--- config.mk ---
export PLATFORM = sky130hd
export DESIGN_NAME = sync_length_frame_extractor
export DESIGN_NICKNAME = d
export VERILOG_FILES = /design/src/sv/slfe_pkg.sv /design/src/sv/slfe_parser.sv /design/src/sv/slfe_outq.sv /design/src/sv/sync_length_frame_extractor.sv
export VERILOG_INCLUDE_DIRS = /design/src /design/src/sv
export SDC_FILE = /design/constraint.sdc
export NUM_CORES = 1
export LEC_CHECK = 0
export BUFFER_PORTS_ARGS = -buffer_cell sky130_fd_sc_hd__buf_4
export CORE_MARGIN = 1.5
export CORE_UTILIZATION = 30
export CTS_CLUSTER_DIAMETER = 120
export DETAILED_ROUTE_END_ITERATION = 8
export PLACE_DENSITY = 0.54
export SYNTH_ARGS = -nofsm -noshare
export SYNTH_HDL_FRONTEND = slang
export SYNTH_HIERARCHICAL = 1
export SYNTH_SLANG_ARGS = --single-unit
--- constraint.sdc ---
create_clock -name clk -period 5.99 [get_ports clk]
set_input_delay 1.797 -clock clk [delete_from_list [all_inputs] [get_ports clk]]
set_output_delay 1.797 -clock clk [all_outputs]
set_load 0.01 [all_outputs]
--- src/sv/sync_length_frame_extractor_defines.svh ---
// Assertion macros for the sync length frame extractor.
`ifndef SYNC_LENGTH_FRAME_EXTRACTOR_DEFINES_SVH
`define SYNC_LENGTH_FRAME_EXTRACTOR_DEFINES_SVH

`ifndef SYNTHESIS
`define SLFE_ASSERT(lbl, prop, msg) \
  lbl: assert property (@(posedge clk) disable iff (!rst_n) prop) else $error(msg);
`define SLFE_ASSERT_RST(lbl, prop, msg) \
  lbl: assert property (@(posedge clk) prop) else $error(msg);
`else
`define SLFE_ASSERT(lbl, prop, msg)
`define SLFE_ASSERT_RST(lbl, prop, msg)
`endif

`endif

--- src/sv/slfe_pkg.sv ---
// Shared types and constants of the sync length frame extractor.
`timescale 1ns / 1ps

package slfe_pkg;

  localparam int unsigned BYTE_W    = 8;
  localparam int unsigned REG_IDX_W = 2;
  localparam int unsigned HDR_N     = 5;
  localparam int unsigned CNT_W     = $clog2(HDR_N + 1);

  localparam logic [REG_IDX_W-1:0] REG_SYNC_FIRST  = 2'd0;
  localparam logic [REG_IDX_W-1:0] REG_SYNC_SECOND = 2'd1;
  localparam logic [REG_IDX_W-1:0] REG_TAG_FIRST   = 2'd2;
  localparam logic [REG_IDX_W-1:0] REG_TAG_SECOND  = 2'd3;

  localparam logic [BYTE_W-1:0] SYNC_FIRST_RST  = 8'hF1;
  localparam logic [BYTE_W-1:0] SYNC_SECOND_RST = 8'hDD;
  localparam logic [BYTE_W-1:0] TAG_FIRST_RST   = 8'h01;
  localparam logic [BYTE_W-1:0] TAG_SECOND_RST  = 8'h02;
  localparam logic [BYTE_W-1:0] MIN_LEN         = 8'd4;

  typedef enum logic [7:0] {
    PH_HUNT1   = 8'b0000_0001,
    PH_HUNT2   = 8'b0000_0010,
    PH_LEN     = 8'b0000_0100,
    PH_ADDRLO  = 8'b0000_1000,
    PH_ADDRHI  = 8'b0001_0000,
    PH_SKIP1   = 8'b0010_0000,
    PH_SKIP2   = 8'b0100_0000,
    PH_PAYLOAD = 8'b1000_0000
  } phase_t;

  typedef struct packed {
    logic                          one;
    logic                          five;
    logic [HDR_N-1:0][BYTE_W-1:0]  data;
    logic [HDR_N-1:0]              last;
  } push_t;

endpackage

--- src/sv/slfe_parser.sv ---
// Frame parser: sync hunt, header capture and result generation per item.
`timescale 1ns / 1ps

module slfe_parser (
  input  logic                                clk,
  input  logic                                rst_n,
  input  logic                                cfg_wen,
  input  logic [slfe_pkg::REG_IDX_W-1:0]      cfg_index,
  input  logic [slfe_pkg::BYTE_W-1:0]         cfg_wdata,
  input  logic                                accept,
  input  logic [slfe_pkg::BYTE_W-1:0]         in_byte,
  output logic                                need_five,
  output slfe_pkg::push_t                     push
);

  logic [slfe_pkg::BYTE_W-1:0] sync_first_r, sync_second_r, tag_first_r, tag_second_r;
  slfe_pkg::phase_t            phase_r, phase_nxt;
  logic [slfe_pkg::BYTE_W-1:0] len_r, len_nxt;
  logic [slfe_pkg::BYTE_W-1:0] addr_lo_r, addr_lo_nxt;
  logic [slfe_pkg::BYTE_W-1:0] addr_hi_r, addr_hi_nxt;
  logic [slfe_pkg::BYTE_W-1:0] left_r, left_nxt;
  logic [slfe_pkg::BYTE_W-1:0] plen;

  assign need_five = (phase_r == slfe_pkg::PH_SKIP2);
  assign plen      = len_r - slfe_pkg::MIN_LEN;

  always_ff @(posedge clk) begin
    if (!rst_n) begin
      sync_first_r  <= slfe_pkg::SYNC_FIRST_RST;
      sync_second_r <= slfe_pkg::SYNC_SECOND_RST;
      tag_first_r   <= slfe_pkg::TAG_FIRST_RST;
      tag_second_r  <= slfe_pkg::TAG_SECOND_RST;
    end else if (cfg_wen) begin
      unique case (cfg_index)
        slfe_pkg::REG_SYNC_FIRST:  sync_first_r  <= cfg_wdata;
        slfe_pkg::REG_SYNC_SECOND: sync_second_r <= cfg_wdata;
        slfe_pkg::REG_TAG_FIRST:   tag_first_r   <= cfg_wdata;
        slfe_pkg::REG_TAG_SECOND:  tag_second_r  <= cfg_wdata;
        default: ;
      endcase
    end
  end

  always_comb begin
    phase_nxt   = phase_r;
    len_nxt     = len_r;
    addr_lo_nxt = addr_lo_r;
    addr_hi_nxt = addr_hi_r;
    left_nxt    = left_r;
    push        = '0;
    if (accept) begin
      unique case (phase_r)
        slfe_pkg::PH_HUNT1: begin
          if (in_byte == sync_first_r) phase_nxt = slfe_pkg::PH_HUNT2;
        end
        slfe_pkg::PH_HUNT2: begin
          priority if (in_byte == sync_second_r) phase_nxt = slfe_pkg::PH_LEN;
          else if (in_byte == sync_first_r) phase_nxt = slfe_pkg::PH_HUNT2;
          else phase_nxt = slfe_pkg::PH_HUNT1;
        end
        slfe_pkg::PH_LEN: begin
          len_nxt   = in_byte;
          phase_nxt = (in_byte < slfe_pkg::MIN_LEN) ? slfe_pkg::PH_HUNT1
                                                    : slfe_pkg::PH_ADDRLO;
        end
        slfe_pkg::PH_ADDRLO: begin
          addr_lo_nxt = in_byte;
          phase_nxt   = slfe_pkg::PH_ADDRHI;
        end
        slfe_pkg::PH_ADDRHI: begin
          addr_hi_nxt = in_byte;
          phase_nxt   = slfe_pkg::PH_SKIP1;
        end
        slfe_pkg::PH_SKIP1: begin
          phase_nxt = slfe_pkg::PH_SKIP2;
        end
        slfe_pkg::PH_SKIP2: begin
          push.five    = 1'b1;
          push.data[0] = tag_first_r;
          push.data[1] = tag_second_r;
          push.data[2] = plen;
          push.data[3] = addr_lo_r;
          push.data[4] = addr_hi_r;
          push.last[4] = (plen == '0);
          left_nxt     = plen;
          phase_nxt    = (plen == '0) ? slfe_pkg::PH_HUNT1 : slfe_pkg::PH_PAYLOAD;
        end
        slfe_pkg::PH_PAYLOAD: begin
          push.one     = 1'b1;
          push.data[0] = in_byte;
          push.last[0] = (left_r == 8'd1);
          left_nxt     = left_r - 8'd1;
          if (left_r == 8'd1) phase_nxt = slfe_pkg::PH_HUNT1;
        end
        default: phase_nxt = slfe_pkg::PH_HUNT1;
      endcase
    end
  end

  always_ff @(posedge clk) begin
    if (!rst_n) begin
      phase_r   <= slfe_pkg::PH_HUNT1;
      len_r     <= '0;
      addr_lo_r <= '0;
      addr_hi_r <= '0;
      left_r    <= '0;
    end else begin
      phase_r   <= phase_nxt;
      len_r     <= len_nxt;
      addr_lo_r <= addr_lo_nxt;
      addr_hi_r <= addr_hi_nxt;
      left_r    <= left_nxt;
    end
  end

endmodule

--- src/sv/slfe_outq.sv ---
// Five-entry result queue: loads one or five, drains one per cycle while ready.
`timescale 1ns / 1ps
`include "sync_length_frame_extractor_defines.svh"

module slfe_outq (
  input  logic                         clk,
  input  logic                         rst_n,
  input  slfe_pkg::push_t              push,
  output logic                         empty,
  output logic                         full,
  output logic                         out_tvalid,
  input  logic                         out_tready,
  output logic [slfe_pkg::BYTE_W-1:0]  out_tdata,
  output logic                         out_tlast
);

  logic [slfe_pkg::BYTE_W-1:0] data_r [slfe_pkg::HDR_N];
  logic [slfe_pkg::BYTE_W-1:0] data_nxt [slfe_pkg::HDR_N];
  logic [slfe_pkg::HDR_N-1:0]  last_r, last_nxt;
  logic [slfe_pkg::CNT_W-1:0]  count_r, count_nxt;
  logic [slfe_pkg::CNT_W-1:0]  wr_idx;
  logic                        pop;

  assign empty      = (count_r == '0);
  assign full       = (count_r == slfe_pkg::CNT_W'(slfe_pkg::HDR_N));
  assign out_tvalid = !empty;
  assign out_tdata  = data_r[0];
  assign out_tlast  = last_r[0];
  assign pop        = out_tvalid && out_tready;
  assign wr_idx     = count_r - slfe_pkg::CNT_W'(pop);

  always_comb begin
    for (int i = 0; i < slfe_pkg::HDR_N; i++) begin
      if (pop && (i < slfe_pkg::HDR_N - 1)) begin
        data_nxt[i] = data_r[i+1];
        last_nxt[i] = last_r[i+1];
      end else begin
        data_nxt[i] = data_r[i];
        last_nxt[i] = last_r[i];
      end
      if (push.five) begin
        data_nxt[i] = push.data[i];
        last_nxt[i] = push.last[i];
      end else if (push.one && (wr_idx == slfe_pkg::CNT_W'(i))) begin
        data_nxt[i] = push.data[0];
        last_nxt[i] = push.last[0];
      end
    end
    count_nxt = count_r - slfe_pkg::CNT_W'(pop) + slfe_pkg::CNT_W'(push.one)
              + (push.five ? slfe_pkg::CNT_W'(slfe_pkg::HDR_N) : '0);
  end

  always_ff @(posedge clk) begin
    for (int i = 0; i < slfe_pkg::HDR_N; i++) begin
      data_r[i] <= data_nxt[i];
    end
    last_r <= last_nxt;
  end

  always_ff @(posedge clk) begin
    if (!rst_n) begin
      count_r <= '0;
    end else begin
      count_r <= count_nxt;
    end
  end

  `SLFE_ASSERT(a_count_bound, count_r <= slfe_pkg::CNT_W'(slfe_pkg::HDR_N), "count overflow")
  `SLFE_ASSERT(a_five_on_empty, push.five |-> empty, "header load into busy queue")
  `SLFE_ASSERT(a_one_not_full, push.one |-> !full, "payload push into full queue")
  `SLFE_ASSERT(a_push_excl, !(push.one && push.five), "both push kinds at once")
  `SLFE_ASSERT_RST(a_reset_empty, !rst_n |=> empty, "queue not empty after reset")

endmodule

--- src/sv/sync_length_frame_extractor.sv ---
// Top level of the sync length frame extractor.
//
// in_* : received bytes, one item per handshake (in_tdata holds in_byte).
// out_*: extracted frame bytes: tag_first, tag_second, L-4, address low,
//   address high, then L-4 payload bytes; out_tlast marks the final byte.
// cfg_*: register write port (sync_first, sync_second, tag_first,
//   tag_second); the user must write it only while the block is idle;
// the block does not enforce this. Each input byte is parsed in the
// cycle it is accepted and its results enter a five-entry result queue;
// the first result is visible the next cycle. Header and payload bytes
// stream at one item per cycle while the queue is not full. The second
// ignored byte yields five results, so that byte is accepted only once
// the queue is empty; the queue depth sets this. Hunt bytes and the
// other header bytes give no result and are taken in every cycle in
// which the queue is not full. Reset restores register defaults, empties
// the queue and restarts the sync hunt. When the receiver stalls the
// queue holds its items and the input backs up once the queue is full.
`timescale 1ns / 1ps

module sync_length_frame_extractor (
  input  logic                                clk,
  input  logic                                rst_n,
  input  logic                                in_tvalid,
  output logic                                in_tready,
  input  logic [7:0]                          in_tdata,   // [7:0] in_byte
  output logic                                out_tvalid,
  input  logic                                out_tready,
  output logic [7:0]                          out_tdata,  // [7:0] out_byte
  output logic                                out_tlast,
  input  logic                                cfg_wen,
  input  logic [slfe_pkg::REG_IDX_W-1:0]      cfg_index,
  input  logic [7:0]                          cfg_wdata
);

  slfe_pkg::push_t push;
  logic            need_five;
  logic            q_empty;
  logic            q_full;
  logic            accept;

  assign in_tready = need_five ? q_empty : !q_full;
  assign accept    = in_tvalid && in_tready;

  slfe_parser u_parser (
    .clk       (clk),
    .rst_n     (rst_n),
    .cfg_wen   (cfg_wen),
    .cfg_index (cfg_index),
    .cfg_wdata (cfg_wdata),
    .accept    (accept),
    .in_byte   (in_tdata),
    .need_five (need_five),
    .push      (push)
  );

  slfe_outq u_outq (
    .clk        (clk),
    .rst_n      (rst_n),
    .push       (push),
    .empty      (q_empty),
    .full       (q_full),
    .out_tvalid (out_tvalid),
    .out_tready (out_tready),
    .out_tdata  (out_tdata),
    .out_tlast  (out_tlast)
  );

endmodule
==> flow_summary.json <==
{
  "status": "completed",
  "slew_headroom_pct": 37.8,
  "maxCapViolations": 0,
  "final_max_slew_viol_count": 0,
  "holdWs_ns": 0.458,
  "finalWorstSetupSlack_ns": 1.28,
  "final_hold_viol_count": 0,
  "drt_iter0_drc": 418,
  "crit_family": "simple AND/OR/NAND/NOR gates",
  "hold_buffers": 0,
  "start_util_pct": 30.8,
  "finalNetCount": 697,
  "postPlaceCellArea_um2": 6630,
  "synth_top_area_share_pct": 23.8,
  "tns_ns": 0,
  "cp.buffers_inverters": 1,
  "wl_per_cell_um": 17.1,
  "ys_ff_latch": 120,
  "setup_viol": 0,
  "antenna_found_initial": 1,
  "synth_edf_count": 45,
  "avgViaCountPerCell": 5.18,
  "hold_class": "flip-flop to flip-flop",
  "root_buffer": "clkbuf_16",
  "synthCells": 667,
  "crit_slowest_cell": "nor4_4",
  "syn_to_final_growth_pct": 16.1,
  "grt_usage_pct": 15.6,
  "path_clk_slew_ns": 0.06,
  "num-fill-cells": 2048,
  "slowest_delay_ns": 0.84,
  "layout_min_cycle_time_ns": 4.71,
  "crit_fanout": 19,
  "max-clock-path-buffers": 2,
  "end_kind": "flip-flop",
  "fp.dieH_um": 148,
  "gp_congestion": 0.841,
  "wl_um": 16300,
  "drive_above_1_share_pct": 13.8,
  "cts_resized": 0,
  "clkSinkCount": 120,
  "yosys-top-cells-area": "dfxtp_1 (24%), edfxtp_1 (21%), nand2_1 (4.6%)",
  "synthArstFlopShare_pct": 0,
  "reg2reg_depth": 9,
  "postCtsSetupRepairBufs": 0,
  "hpwl_um": 11600,
  "cts_tree": "built",
  "post-route-period-util_pct": 78.7,
  "whs_path_depth": 2,
  "synth_top_area_cell": "dfxtp_1",
  "rsz0062_at_grt": "no",
  "cts_buffers": 17,
  "n_antenna_cell": 0,
  "final_util_pct": 35.8,
  "grt_start_max_net_pins": 52,
  "vdd_drop_max_mv": 0.213,
  "p_leak_nw": 2.71,
  "synth.distinct_cells": 57,
  "place_ws_ns": 1.12,
  "cp.arrival_ns": 4.79,
  "dr.pass1.iters": 5,
  "coreArea_um2": 20400,
  "htree_levels": 4,
  "grt_overflow": 0,
  "dieArea_um2": 21900,
  "grt_pass1_wl_um": 26000,
  "synth_common_cells": "nand2_1 (78), dfxtp_1 (75), a21oi_1 (45), edfxtp_1 (45), nor2_1 (45)",
  "vias": 4917,
  "synth_area_per_cell_um2": 9.45,
  "synth_most_common_cell": "nand2_1",
  "cp_data_required_time_ns": 6.07,
  "die_width_um": 148,
  "path_class": "flip-flop to flip-flop",
  "grt_pass1_vias": 4676,
  "io_pins": 34,
  "clk_latency_ns": 0.42,
  "max_freq_ghz": 0.212,
  "cp.depth": 9,
  "drt.antenna.violating_nets": 0,
  "clock_skew_ns": 0.00918,
  "portBuffers": 33,
  "path_cells": "or4_1, nor3_1, nand2_1, a21boi_2, nor3b_1, and3_1, inv_1, nor4_4, or3_1",
  "rows": 52,
  "ys_seq_area_share_pct": 45.3,
  "drc": 0,
  "power_density_nw_per_um2": 326,
  "synth_flop_cell": "dfxtp_1",
  "syn_area_um2": 6300,
  "yosys_warnings": 6,
  "tightest_slew_ns": 0.926,
  "final_area_um2": 7310,
  "critPathLaunchType": "flip-flop"
}
-- final timing paths --
| path | end | slack (ns) | startpoint |
|---|---|---|---|
| worst min-delay path | u_parser/tag_second_r[0] | 0.46 | u_parser/tag_second_r[0] |
| worst max register to register | u_outq/last_r[2] | 1.28 | u_parser/phase_r[1] |
| worst min register to register | u_parser/tag_second_r[0] | 0.46 | u_parser/tag_second_r[0] |
| worst max-delay path | u_outq/last_r[2] | 1.28 | u_parser/phase_r[1] |
-- through the flow --
step,total power (W),instances
after floorplan,0.00117,669
after global placement,0.00125,918
after detailed placement,0.00126,918
after CTS,0.00241,950
after global routing,0.00248,950
final,0.00239,950
-- cells by family after synthesis --
family	Yosys count	share of synthesized area, %
compound gates	123	13.5
xor+xnor	25	3.77
fa+ha+maj	7	1.39
buf+inv	72	5.50
flops	120	45.3
mux	33	5.42
other cells	1	0.0595
simple gates	286	25.1
-- layout by cell type, fill, tap and decap left out, drive strengths merged, types with 19 or more instances in the layout --
cell type,netlist,routed
a221o,27,27
o21ai,19,19
edfxtp,45,45
clkbuf,36,24
buf,23,38
nor3b,30,30
nor2,47,47
nand2,78,78
a21oi,45,45
mux2i,24,24
dfxtp,75,75
and2,31,31
-- report_power, final --
part           internal, W  switching [W]  total (W)
Combinational    0.0000992       0.000227   0.000326
Sequential        0.000896      0.0000141   0.000910
Clock             0.000776       0.000375    0.00115
Total              0.00177       0.000616    0.00239
-- area by class of cell --
type / instances / area [um2] / share of cell area (%)
tap: 270 / 338 / 4.62
timing repair buffer: 38 / 285 / 3.90
clock buffer: 24 / 557 / 7.61
inverter: 13 / 48.8 / 0.667
clock inverter: 8 / 123 / 1.68
multi-input combinational: 477 / 3110 / 42.5
sequential: 120 / 2850 / 39.0
-- flip-flops by register name, indices dropped and copies added (netlist names) --
signal and count:
u_parser/sync_first_r 8, u_parser/tag_second_r 8, u_parser/left_r 8, u_parser/tag_first_r 8, u_parser/len_r 8, u_parser/phase_r 8
u_outq/data_r 40, u_parser/addr_lo_r 8, u_parser/sync_second_r 8, u_outq/last_r 5, u_parser/addr_hi_r 8, u_outq/count_r 3
-- per-layer routing --
layer  wire (um)  GRT usage [%]
met3         955           4.01
met2        7210           23.4
met1        7830           21.4
met5           0              0
met4         260           6.04
-- worst register-to-register path, delay by kind of cell (launching register included) --
kind | cells | cell delay [ns]
buffers and inverters | 1 | 0.19
flip-flops | 1 | 0.41
AO/OA/AOI/OAI | 1 | 0.28
AND/OR/NAND/NOR | 7 | 3.49
No activity file was read; power rests on OpenSTA's default activity.
